**src/rtl/esna_queue.sv**
```systemverilog
`default_nettype none

module esna_queue #(
  parameter int WIDTH = 32,
  parameter int DEPTH = 4
) (
  input  wire logic             clk,
  input  wire logic             rst_n,
  input  wire logic             push,
  input  wire logic [WIDTH-1:0] push_data,
  output logic                  not_full,
  input  wire logic             pop,
  output logic                  not_empty,
  output logic      [WIDTH-1:0] head_data
);

  localparam int PW = $clog2(DEPTH);
  localparam int CW = $clog2(DEPTH + 1);

  logic [WIDTH-1:0] entry_r [DEPTH];
  logic [PW-1:0]    wp_r, rp_r;
  logic [CW-1:0]    cnt_r;

  assign not_full  = (int'(cnt_r) != DEPTH);
  assign not_empty = (cnt_r != '0);
  assign head_data = entry_r[rp_r];

  always_ff @(posedge clk) begin
    if (push) begin
      entry_r[wp_r] <= push_data;
    end
  end

  always_ff @(posedge clk) begin
    if (!rst_n) begin
      wp_r  <= '0;
      rp_r  <= '0;
      cnt_r <= '0;
    end else begin
      if (push) begin
        wp_r <= (int'(wp_r) == DEPTH - 1) ? '0 : wp_r + PW'(1);
      end
      if (pop) begin
        rp_r <= (int'(rp_r) == DEPTH - 1) ? '0 : rp_r + PW'(1);
      end
      if (push && !pop) begin
        cnt_r <= cnt_r + CW'(1);
      end else if (pop && !push) begin
        cnt_r <= cnt_r - CW'(1);
      end
    end
  end

endmodule

`default_nettype wire

```
**config.mk**
```make
export PLATFORM = sky130hd
export DESIGN_NAME = esna_queue
export DESIGN_NICKNAME = d
export VERILOG_FILES = /design/src/rtl/esna_queue.sv
export SDC_FILE = /design/constraint.sdc
export NUM_CORES = 1
export LEC_CHECK = 0
export BUFFER_PORTS_ARGS = -buffer_cell sky130_fd_sc_hd__buf_2
export CORE_ASPECT_RATIO = 1.25
export CORE_MARGIN = 1
export CORE_UTILIZATION = 61
export CTS_CLUSTER_DIAMETER = 100
export DETAILED_ROUTE_END_ITERATION = 8
export PLACE_DENSITY_LB_ADDON = 0.1
export SLEW_MARGIN = 20
export SYNTH_ARGS = -nofsm -noshare
export SYNTH_HDL_FRONTEND = slang
export SYNTH_SLANG_ARGS = --single-unit
```
**constraint.sdc**
```tcl
create_clock -name clk -period 4.4 [get_ports clk]
set_clock_uncertainty 0.2 [all_clocks]
set_input_delay 0.44 -clock clk [delete_from_list [all_inputs] [get_ports clk]]
set_output_delay 0.44 -clock clk [all_outputs]
set_load 0.01 [all_outputs]
```
# == After elaboration in Yosys (flattened, before gate mapping) ==
# Memory sizes are Yosys's and may differ from the RTL's. A register that Yosys moved wholly into a read port is not among the register bits.
# Index checks and enable logic that the tools add are counted.
# op_classes
addsub,4
eq_ne,3
muxes,8
reduce_logical,6
# op_table
op,n
two-way mux 2 bit,4
two-way mux 3 bit,2
"adder 2 x 1 -> 2 bit, second input constant",2
"equality test 2 x 1 -> 1 bit, second input constant",2
"adder 3 x 1 -> 3 bit, second input constant",1
"!= test 3 bit, second input constant",1
nonzero test 3 bit,1
"subtractor 3 x 1 -> 3 bit, second input constant",1
logical AND 1 bit,2
logical NOT 1 bit,2
two-way mux 1 bit,2
nonzero test 2 bit,1
# totals
register_bits,7
ramBits,128
inputBits,36
out_inout_bits,34
word_cells,25
n_memories,1
# memory_table
name,words,word_bits,rd,rd_ports_with_merged_regs,wr,line,rtl
entry_r,4,32,1,1,1,20,logic [WIDTH-1:0] entry_r [DEPTH];

# == Logic depth before layout (Yosys ltp) ==
# depth
depth_word,4
depth_mapped,7
mapped_depth_nobuf,7

# == Least setup slack after synthesis ==
# No wires, ideal clock.
# synth_path
kind,register to register
start,reg wp_r[0]
end,mem entry_r[3][0] (enable)
setup_time_ns,0.392
arrival_ns,1.341
required_ns,3.808
path_slack_ns,2.467
path_stages_with_launch,3
path_buffers,0
period_less_slack_ns,1.933
path_cell_list,dfxtp_1 -> ha_1 -> and2_1
# synth_lines
element,line,rtl
"start, declared",21,"logic [PW-1:0] wp_r, rp_r;"
"start signal, assigned",41,wp_r <= (int'(wp_r) == DEPTH - 1) ? '0 : wp_r + PW'(1);
"end, declared",20,
# Straight into the memory's write port.

==> metrics.txt <==
post-synth cell types 22; Avg Inst Size Synth 24.1 um^2; Vias/cell 5.49; fillers 440; Final Hold Viols 0; Yosys Warn Count 0; overall power between 3 and 4 mW; largest net degree at the start of global routing 33; Crit Path Class flip-flop to output port; GRT Overall Usage 0.206; leakage between 2 and 2.5 nW; Synth top area share 0.751; ANT nets after route 0; Clk Latency, worst-skew pair roughly 0.51 ns; Yosys top cell by area edfxtp_1; GP Congestion between 0.6 and 0.7; die area a little under 9000 um^2; CTS Sinks about 140; power density over cell area approximately 500 nW/um^2; Final min period 3.06 ns; Final Cycle Share 0.696; failing checks design-rule violations; status complete, but fails checks; die width approximately 84 um; core footprint 8190 um^2; PostCTS Resize Cnt 0; TritonCTS clock tree yes; vias in the first global route about 2600; area of placed instances between 5000 and 6000 um^2; DIE HEIGHT roughly 100 um; CP endpoint kind output port; Post-route DRC 10; routed length per instance approximately 19 um; dpl hpwl about 4400 um; endpoints failing setup 0; via count 2393; HP Class input pin to flip-flop; Detailed Route Iter0 Violations 156; Port Buf Inserts 69; Max Cap Violations 0; share of post-route cells with drive strength above 1 0.395; initial antenna violation count 0; clock transition at the registers of the reported paths ~0.050 ns; first-pass GRT wire length between 10000 and 15000 um; Register Area between 4000 and 5000 um^2; H-tree depth 4; Core Rows 37; Worst-Margin Slew approximately 0.84 ns; setup_tns 0 ns; Peak supply drop 339 uV; CTS Root Cell clkbuf_8; Worst setup SP type flip-flop; Synth Cell Area between 5000 and 6000 um^2; Synthesized Nets approximately 260; DRT Pass-1 Iters 6; WP data required 3.76 ns; clock buffer depth 2; area grow syn2layout 25.2%; register area share after synthesis 0.786; number of diodes 0; Final #Nets around 370; Pins Over Slew Limit 0; RSZ-0062 raised after global routing false; CP arrival approximately 2.4 ns; # IOs 70; global route overflow 0; final WL 8090 um; Cells after Synth 212; dominant cells by area after synthesis edfxtp_1 (75%), mux4_2 (13%), dfxtp_1 (3.5%), ha_1 (1.5%), buf_12 (1.2%); relative slew slack 0.442; final instance area ~6400 um^2; flops & latches, synth about 140; total CTS buffers 17; Starting Density 0.625; Max Fanout on Critical Path 22; Multi-input gate area 997 um^2; fmax between 0.3 and 0.4 GHz
layout make-up:
type | count | share of cell area
clock buffer | 17 | 0.0646
clock inverter | 15 | 0.0248
inverter | 4 | 0.00234
multi-input combinational | 64 | 0.156
sequential | 137 | 0.629
tap | 97 | 0.0189
timing repair buffer | 102 | 0.105
cell usage in the layout, fill, tap and decap left out, drive strengths merged:
cell / count
dlygate4sd3: 32
o21ai: 1
bufinv: 3
a21boi: 1
buf: 70
clkbuf: 17
nand2: 1
dfxtp: 9
clkinv: 8
and2: 5
mux2i: 4
xnor2: 1
clkinvlp: 4
nor2: 2
nor3: 1
ha: 6
o21a: 1
mux4: 32
inv: 4
or3: 2
fa: 1
nor2b: 5
edfxtp: 128
xor2: 1
metrics by stage:
| stage | cells | hold slack (ns) | util | worst slack [ns] |
|---|---|---|---|---|
| final | 436 | 0.0223 | 0.782 | 1.34 |
| after global routing | 436 | 0.0106 | 0.782 | 1.13 |
| after CTS | 436 | 0.00557 | 0.782 | 1.24 |
| after detailed placement | 372 | 0.300 | 0.673 | 1.81 |
| after global placement | 372 | 0.291 | 0.673 | 1.84 |
| after floorplan | 212 | 0.272 | - | 2.47 |
power by group:
part / switching [mW] / leakage (nW) / total (mW) / internal [mW]
clock: 0.491 / 0.269 / 1.34 / 0.850
combinational: 0.115 / 0.732 / 0.248 / 0.132
sequential: 0.0361 / 1.25 / 1.53 / 1.49
metal layers:
| layer | track usage | up-vias | wire (um) |
|---|---|---|---|
| met5 | 0 | - | 0 |
| met1 | 0.236 | 1196 | 3280 |
| li1 | - | 1110 | - |
| met4 | 0.0961 | 0 | 119 |
| met2 | 0.349 | 75 | 4340 |
| met3 | 0.0698 | 12 | 354 |
synth_stat cells:
library cell    n
mux4_1          2
nand2_1         1
mux4_2         30
edfxtp_1      128
nor2_1          2
nor3_1          1
buf_6           1
o21a_1          1
xnor2_1         1
fa_1            1
buf_12          3
a21boi_0        1
dfxtp_1         9
and2_1          5
nor2b_1         5
ha_1            6
buf_2           3
xor2_1          1
inv_1           4
or3_1           2
mux2i_1         4
o21ai_0         1
cells by family (layout without fill, tap and decap cells):
family / after synthesis / count (layout) / synth area share
mux: 36 / 36 / 0.150
fa+ha+maj: 7 / 7 / 0.0186
simple gates: 16 / 16 / 0.0178
flops: 137 / 137 / 0.786
compound gates: 3 / 3 / 0.00391
xor+xnor: 2 / 2 / 0.00342
buf+inv: 11 / 138 / 0.0198
worst max-delay path, stage by stage, from the launching register on:
cell,delay [ns]
dfxtp_2,0.84
buf_4,0.37
mux4_2,0.53
buf_2,0.15
state kept, by name (all words and copies together) (netlist names), named ones only:
| register | cells |
|---|---|
| rp_r | 2 |
| entry_r | 128 |
| wp_r | 2 |
| cnt_r | 3 |
path summary, 6_finish.rpt:
kind                                       to  cells after the start  slack, ns  startpoint
worst max-delay path            head_data[10]                      3       1.34   flip-flop
worst max register to register  entry_r[3][8]                      2       2.51     wp_r[0]
worst min register to register       cnt_r[2]                      2       0.31    cnt_r[2]
worst min-delay path                 cnt_r[0]                      2       0.02       rst_n
what timing repair did:
item | CTS | global route
setup buffers | 0 | 0
hold buffers | 32 | 0
endpoints found under the setup margin | 0 | 0
endpoints found under the hold margin | 128 | 0
No activity file was read; power rests on OpenSTA's default activity.
