### src/rtl/esna_pkg.sv
`default_nettype none

package esna_pkg;

  localparam logic [7:0] NEG_MAX = 8'd255;
  localparam int unsigned RSEEN_MAX = 15;

  typedef enum logic [1:0] {
    CFG_IMAGE_WIDTH = 2'd0,
    CFG_SHIFT_X     = 2'd1,
    CFG_SHIFT_Y     = 2'd2
  } esna_cfg_idx_t;

  // Per-beat control carried from the front to the back.
  typedef struct packed {
    logic frame_first;  // copy of the frame-start flag
    logic own;          // read hits this beat's own write
  } esna_ctl_t;

endpackage

`default_nettype wire

### src/rtl/esna_front.sv
`default_nettype none

module esna_front
  import esna_pkg::*;
#(
  parameter int MAX_WIDTH = 1024,
  parameter int ROW_SLOTS = 16,
  localparam int XW = $clog2(MAX_WIDTH),
  localparam int SW = $clog2(ROW_SLOTS),
  localparam int AW = SW + XW
) (
  input  wire logic          clk,
  input  wire logic          rst_n,
  input  wire logic          in_valid,
  output logic               in_ready,
  input  wire logic [7:0]    pixel,
  input  wire logic          frame_start,
  input  wire logic [10:0]   image_width,
  input  wire logic [3:0]    shift_x,
  input  wire logic [3:0]    shift_y,
  input  wire logic          q_ready,
  output logic               push,
  output logic [AW-1:0]      wr_addr,
  output logic [AW-1:0]      rd_addr,
  output esna_ctl_t          ctl
);

  localparam int SLOT_MAX = ROW_SLOTS - 1;

  logic [XW-1:0] col_r, col_nxt, cur_col, sx;
  logic [SW-1:0] slot_r, slot_nxt, cur_slot, rd_slot, dy;
  logic [3:0]    seen_r, seen_nxt, cur_seen;
  logic [XW:0]   w_eff;
  logic          row_end;

  assign in_ready = q_ready;
  assign push     = in_valid && q_ready;

  // frame start restarts the raster before this pixel is placed
  assign cur_col  = frame_start ? '0 : col_r;
  assign cur_slot = frame_start ? '0 : slot_r;
  assign cur_seen = frame_start ? '0 : seen_r;

  always_comb begin
    if (image_width == '0) begin
      w_eff = (XW+1)'(1);
    end else if (int'(image_width) > MAX_WIDTH) begin
      w_eff = (XW+1)'(MAX_WIDTH);
    end else begin
      w_eff = (XW+1)'(image_width);
    end
  end

  assign dy = (int'(shift_y) > SLOT_MAX) ? SW'(SLOT_MAX) : SW'(shift_y);

  assign sx = (cur_col >= XW'(shift_x)) ? cur_col - XW'(shift_x) : cur_col;

  always_comb begin
    if (int'(cur_seen) >= int'(dy)) begin
      if (cur_slot >= dy) begin
        rd_slot = cur_slot - dy;
      end else begin
        rd_slot = SW'((SW+1)'(cur_slot) + (SW+1)'(ROW_SLOTS) - (SW+1)'(dy));
      end
    end else begin
      rd_slot = cur_slot;
    end
  end

  assign wr_addr = {cur_slot, cur_col};
  assign rd_addr = {rd_slot, sx};

  assign ctl.frame_first = frame_start;
  assign ctl.own         = (rd_addr == wr_addr);

  assign row_end = ({1'b0, cur_col} + (XW+1)'(1)) >= w_eff;

  always_comb begin
    col_nxt  = cur_col + XW'(1);
    slot_nxt = cur_slot;
    seen_nxt = cur_seen;
    if (row_end) begin
      col_nxt  = '0;
      slot_nxt = (int'(cur_slot) == SLOT_MAX) ? '0 : cur_slot + SW'(1);
      seen_nxt = (int'(cur_seen) == RSEEN_MAX) ? cur_seen : cur_seen + 4'd1;
    end
  end

  always_ff @(posedge clk) begin
    if (!rst_n) begin
      col_r  <= '0;
      slot_r <= '0;
      seen_r <= '0;
    end else if (push) begin
      col_r  <= col_nxt;
      slot_r <= slot_nxt;
      seen_r <= seen_nxt;
    end
  end

endmodule

`default_nettype wire

### config.mk
export PLATFORM = sky130hd
export DESIGN_NAME = esna_front
export DESIGN_NICKNAME = d
export VERILOG_FILES = /design/src/rtl/esna_pkg.sv /design/src/rtl/esna_front.sv
export SDC_FILE = /design/constraint.sdc
export NUM_CORES = 1
export LEC_CHECK = 0
export BUFFER_PORTS_ARGS = -buffer_cell sky130_fd_sc_hd__buf_2
export CORE_MARGIN = 2
export CORE_UTILIZATION = 32
export CTS_BUF_LIST = sky130_fd_sc_hd__clkbuf_8
export DETAILED_ROUTE_END_ITERATION = 8
export GPL_TIMING_DRIVEN = 0
export PLACE_DENSITY = 0.61
export SYNTH_ARGS = -nofsm -noshare
export SYNTH_HDL_FRONTEND = slang
export SYNTH_SLANG_ARGS = --single-unit
### constraint.sdc
create_clock -name clk -period 8.4 [get_ports clk]
set_clock_uncertainty 0.1 [all_clocks]
set_input_delay 0.42 -clock clk [delete_from_list [all_inputs] [get_ports clk]]
set_output_delay 0.42 -clock clk [all_outputs]
set_load 0.1 [all_outputs]
After elaboration in Yosys (flattened, before gate mapping)

Cells that the tools add are included.

Word-level logic and storage cells: 34
Bits in writable memories: 0
Latch bits: 0
Register bits: 18
Memory bits (read-only): 0
Output and inout port bits: 32
Bits of input ports: 32
Memories: 0

Shift-type cells: 0
Multiply operators: 0
Div/mod/pow operators: 0
Add/sub/neg operators: 8
Equality and inequality tests: 3
Reductions and logical operators: 2
Mux-type cells: 13
$lt $le $gt $ge: 5
Bitwise operators: 0

Operators with widths:

| kind                                                   | count |
|---|---|
| 2-to-1 mux 4 bit                                       | 8 |
| 2-to-1 mux 10 bit                                      | 3 |
| 2-to-1 mux 11 bit                                      | 2 |
| == test 14 bit                                         | 1 |
| adder 4 x 1 -> 4 bit (second input constant)           | 3 |
| adder 10 x 1 -> 11 bit (second input constant)         | 1 |
| greater-or-equal comparator 11 bit                     | 1 |
| greater-than comparator 11 bit (second input constant) | 1 |
| logical NOT 11 bit                                     | 1 |
| adder 10 x 1 -> 10 bit (second input constant)         | 1 |
| greater-or-equal comparator 10 x 4 -> 1 bit            | 1 |
| subtractor 10 x 4 -> 10 bit                            | 1 |
| greater-or-equal comparator 4 bit                      | 2 |
| subtractor 4 bit                                       | 2 |
| == test 4 x 1 -> 1 bit (second input constant)         | 1 |
| == test 4 bit (second input constant)                  | 1 |
| logical AND 1 bit                                      | 1 |

Depth between registers and ports, before layout

Depth after elaboration: 6
Depth in mapped cells: 16
Depth with buffers taken out: 14

Least setup slack after synthesis

Ideal clock, no wire load.

Path type: input port to output port
Start point: input frame_start
End point: output ctl[0] (netlist name)
Arrival: 4.829 ns
Buffers on the path: 2
Stages: 9
Slack: 3.051 ns
Path through: buf_6 buf_2 nor2b_1 ha_1 a21o_1 a21oi_1 xnor2_1 a41oi_1 a21oi_1

RTL lines:

| what            | RTL line         | text |
|---|---|---|
| start, declared | esna_front.sv:17 | `input wire logic frame_start,` |
| end, declared   | esna_front.sv:25 | `output esna_ctl_t ctl` |

==> summary.txt <==
maximum vdd drop: 40.2 µV
vias per cell: 5.02
Mean Syn Cell Area: 7.78 µm²
Port Buffers: 55
CTS tree: done
Overflow after GRT: 0
P_leak: 1.30 nW
initial antenna violation count: 0
Final TNS setup: 0 ps
I/O pin count: 64
Ys Warns: 0
final hold violation count: 0
core area: 6720 µm²
clock sinks: 18
Buf/Inv on CP: 5
n_diodes: 0
Rel. slew slack: 65.6%
number of buffers inserted by post-CTS setup repair: 0
Final min period: 3690 ps
max cap viols: 0
arrival time of the worst setup path: 3170 ps
Worst-Margin Slew: 515 ps
Period Utilization, post-route: 43.9%
reg2reg path depth: 15
Pre-antenna DRT Iters: 4
CTS buffer count: 3
P&R area growth vs syn: 19.6%
Setup WS pre-CTS: 4640 ps
CP cell instances: buf_2 > buf_6 > buf_2 > nor2b_2 > inv_1 > fa_1 > nor2b_1 > o21ai_1 > and2_1 > nor3_1 > nand4_1 > a21oi_1 > buf_2
largest net degree at the start of global routing: 11
synthesized flop and latch total: 18
gpl congestion: 0.818
worst-path fanout max: 10
status: completed
worst path required time: 7880 ps
ratio of cells with drive above 1 in the final layout: 24.0%
Final Max Slew Viols: 0
DP HPWL: 4480 µm
H-tree depth: 1
Peak Freq: 0.271 GHz
WL final: 5510 µm
Rows: 30
most frequent CP cell: buf_2
clk_lat worst skew: 250 ps
Worst Hold Class: reg2reg
Initial Util: 32.6%
flop-to-flop setup slack: 5140 ps
Setup violations, final: 0
fin area: 2620 µm²
Hold Path Stages: 2
Final ANT Viol Nets: 0
kind of start point of the critical path: input port
CTS Hold Buffers Added: 0
Total GRT Usage: 14.8%
mapped cell area: 2190 µm²
die width: 86.8 µm
worst hold slack: 381 ps
FF-to-FF Start: col_r[0]$_SDFFE_PN0P_
Cell Pwr Density: 96.4 nW/µm²
CTS resizes: 0
post-synth net total: 341
DRC: 0
largest stage delay on the critical path: 440 ps
worst setup margin: 4710 ps
CTS Root Cell: clkbuf_8
DR WL/cell: 13.1 µm
critical path class: in2out
Post-Syn Instances: 282
vias in the first global route: 1,999
Top delay family on crit path: buffers and inverters
hold wc startpoint: col_r[1]$_SDFFE_PN0P_
post-synthesis sequential area ratio: 16.4%
Netlist cell types: 54
clk slew on worst S/H paths: 70 ps
Layout Nets: 401
Clock Tree Buf Depth: 2
RR Endpoint: seen_r[0]$_SDFFE_PN0P_
crit end category: output pin
Worst Hold End: col_r[1]$_SDFFE_PN0P_
DRT iter0 DRCs: 109
die height: 86.8 µm
Cell Area, Placed: 2570 µm²
global-route wire length before repair: 9130 µm
Total Die Area: 7530 µm²
vias post-DR: 2,115
RSZ-0062 raised after global routing: false
slowest CP cell: fa_1
-- synthesized netlist by cell type, drive strengths merged --
library cell | count | share of area [%]
xnor2 | 16 | 6.4
mux2i | 4 | 1.8
clkbuf | 6 | 1.0
ha | 25 | 14
a21oi | 12 | 2.9
o21bai | 1 | 0.34
a211oi | 1 | 0.34
xnor3 | 1 | 1.0
and3 | 3 | 0.86
inv | 18 | 3.1
buf | 9 | 3.1
nand4 | 3 | 0.86
or2 | 1 | 0.29
o2111ai | 1 | 0.40
o22ai | 2 | 0.57
or3 | 1 | 0.29
nor4 | 4 | 1.4
mux2 | 1 | 0.51
a31o | 1 | 0.40
o221a | 2 | 1.0
a21o | 5 | 1.7
nand2b | 9 | 3.0
nor2 | 12 | 2.1
clkinv | 1 | 0.17
nand4b | 3 | 1.9
fa | 2 | 1.8
nand3 | 19 | 4.3
nor3 | 5 | 1.6
a21boi | 10 | 3.4
a41oi | 3 | 1.2
dfxtp | 18 | 16
nor2b | 14 | 4.2
o21ai | 13 | 3.0
a31oi | 2 | 0.57
xor2 | 9 | 3.9
o41ai | 1 | 0.74
nand2 | 36 | 6.2
a221o | 1 | 0.46
nor4b | 1 | 0.40
and2 | 2 | 0.63
o21a | 2 | 0.68
o211ai | 2 | 0.68
-- sequential cells by signal (all words and copies together), names as in the netlist --
signal	cells
slot_r	4
col_r	10
seen_r	4
-- cells by family after synthesis --
kind of cell | after synthesis | share of synthesized area, %
AND/OR/NAND/NOR | 113 | 28.0
AO/OA/AOI/OAI | 59 | 18.4
buffers and inverters | 34 | 7.36
adder cells (fa/ha/maj) | 27 | 16.1
XOR/XNOR | 26 | 11.4
flip-flops | 18 | 16.4
multiplexers | 5 | 2.34
-- how the worst max path moves through the flow --
stage	from	to	slack [ps]	cells after the start
final	frame_start	ctl[0]	4710	13
after detailed placement	frame_start	seen_r[0]$_SDFFE_PN0P_	4640	17
after global routing	frame_start	rd_addr[9]	4470	13
after CTS	frame_start	rd_addr[7]	4720	13
after global placement	frame_start	seen_r[0]$_SDFFE_PN0P_	4640	17
after floorplan	frame_start	ctl[0]	3050	9
-- metrics by stage --
| step | util (%) | total power [mW] | instances |
|---|---|---|---|
| 2_1_floorplan | - | 0.163 | 282 |
| 3_3_place_gp | 38.2 | 0.183 | 417 |
| 3_5_place_dp | 38.2 | 0.184 | 417 |
| 4_1_cts | 39.1 | 0.256 | 421 |
| 5_1_grt | 39.1 | 0.267 | 421 |
| 6_report | 39.1 | 0.253 | 421 |
-- tightest hold or removal path, stage by stage (launching register included) --
cell and delay [ps]:
dfxtp_1 330, nand2_1 60, a21boi_1 50
-- power breakdown --
group | switching [mW] | internal, mW | leakage, nW
clock network | 0.0295 | 0.0416 | 0.0288
registers | 0.000845 | 0.0861 | 0.145
logic | 0.0676 | 0.0272 | 1.12
total | 0.0980 | 0.155 | 1.30
-- cell type report --
class                      count  area (µm²)
fill                         705        4100
multi-input combinational    230        1670
sequential                    18         360
timing repair buffer          55         275
tap                           80         100
buffer                        15        90.1
inverter                      19        71.3
clock buffer                   4        55.1
-- per-layer routing --
layer | share of wire, % | track usage, %
met3 | 2.4 | 1.05
met5 | 0 | 0
met4 | 1.5 | 4.83
met1 | 50 | 20.2
met2 | 46 | 24.8
-- placed cells by master, fill, tap and decap left out, types with 6 or more instances in the layout --
master,count
a21boi_1,10
a21oi_1,11
buf_2,58
clkbuf_1,6
dfxtp_1,18
ha_1,25
inv_1,18
nand2_1,36
nand2b_1,7
nand3_1,19
nor2_1,12
nor2b_1,12
o21ai_0,6
o21ai_1,7
xnor2_1,16
xor2_1,8
No activity file was read; power rests on OpenSTA's default activity.
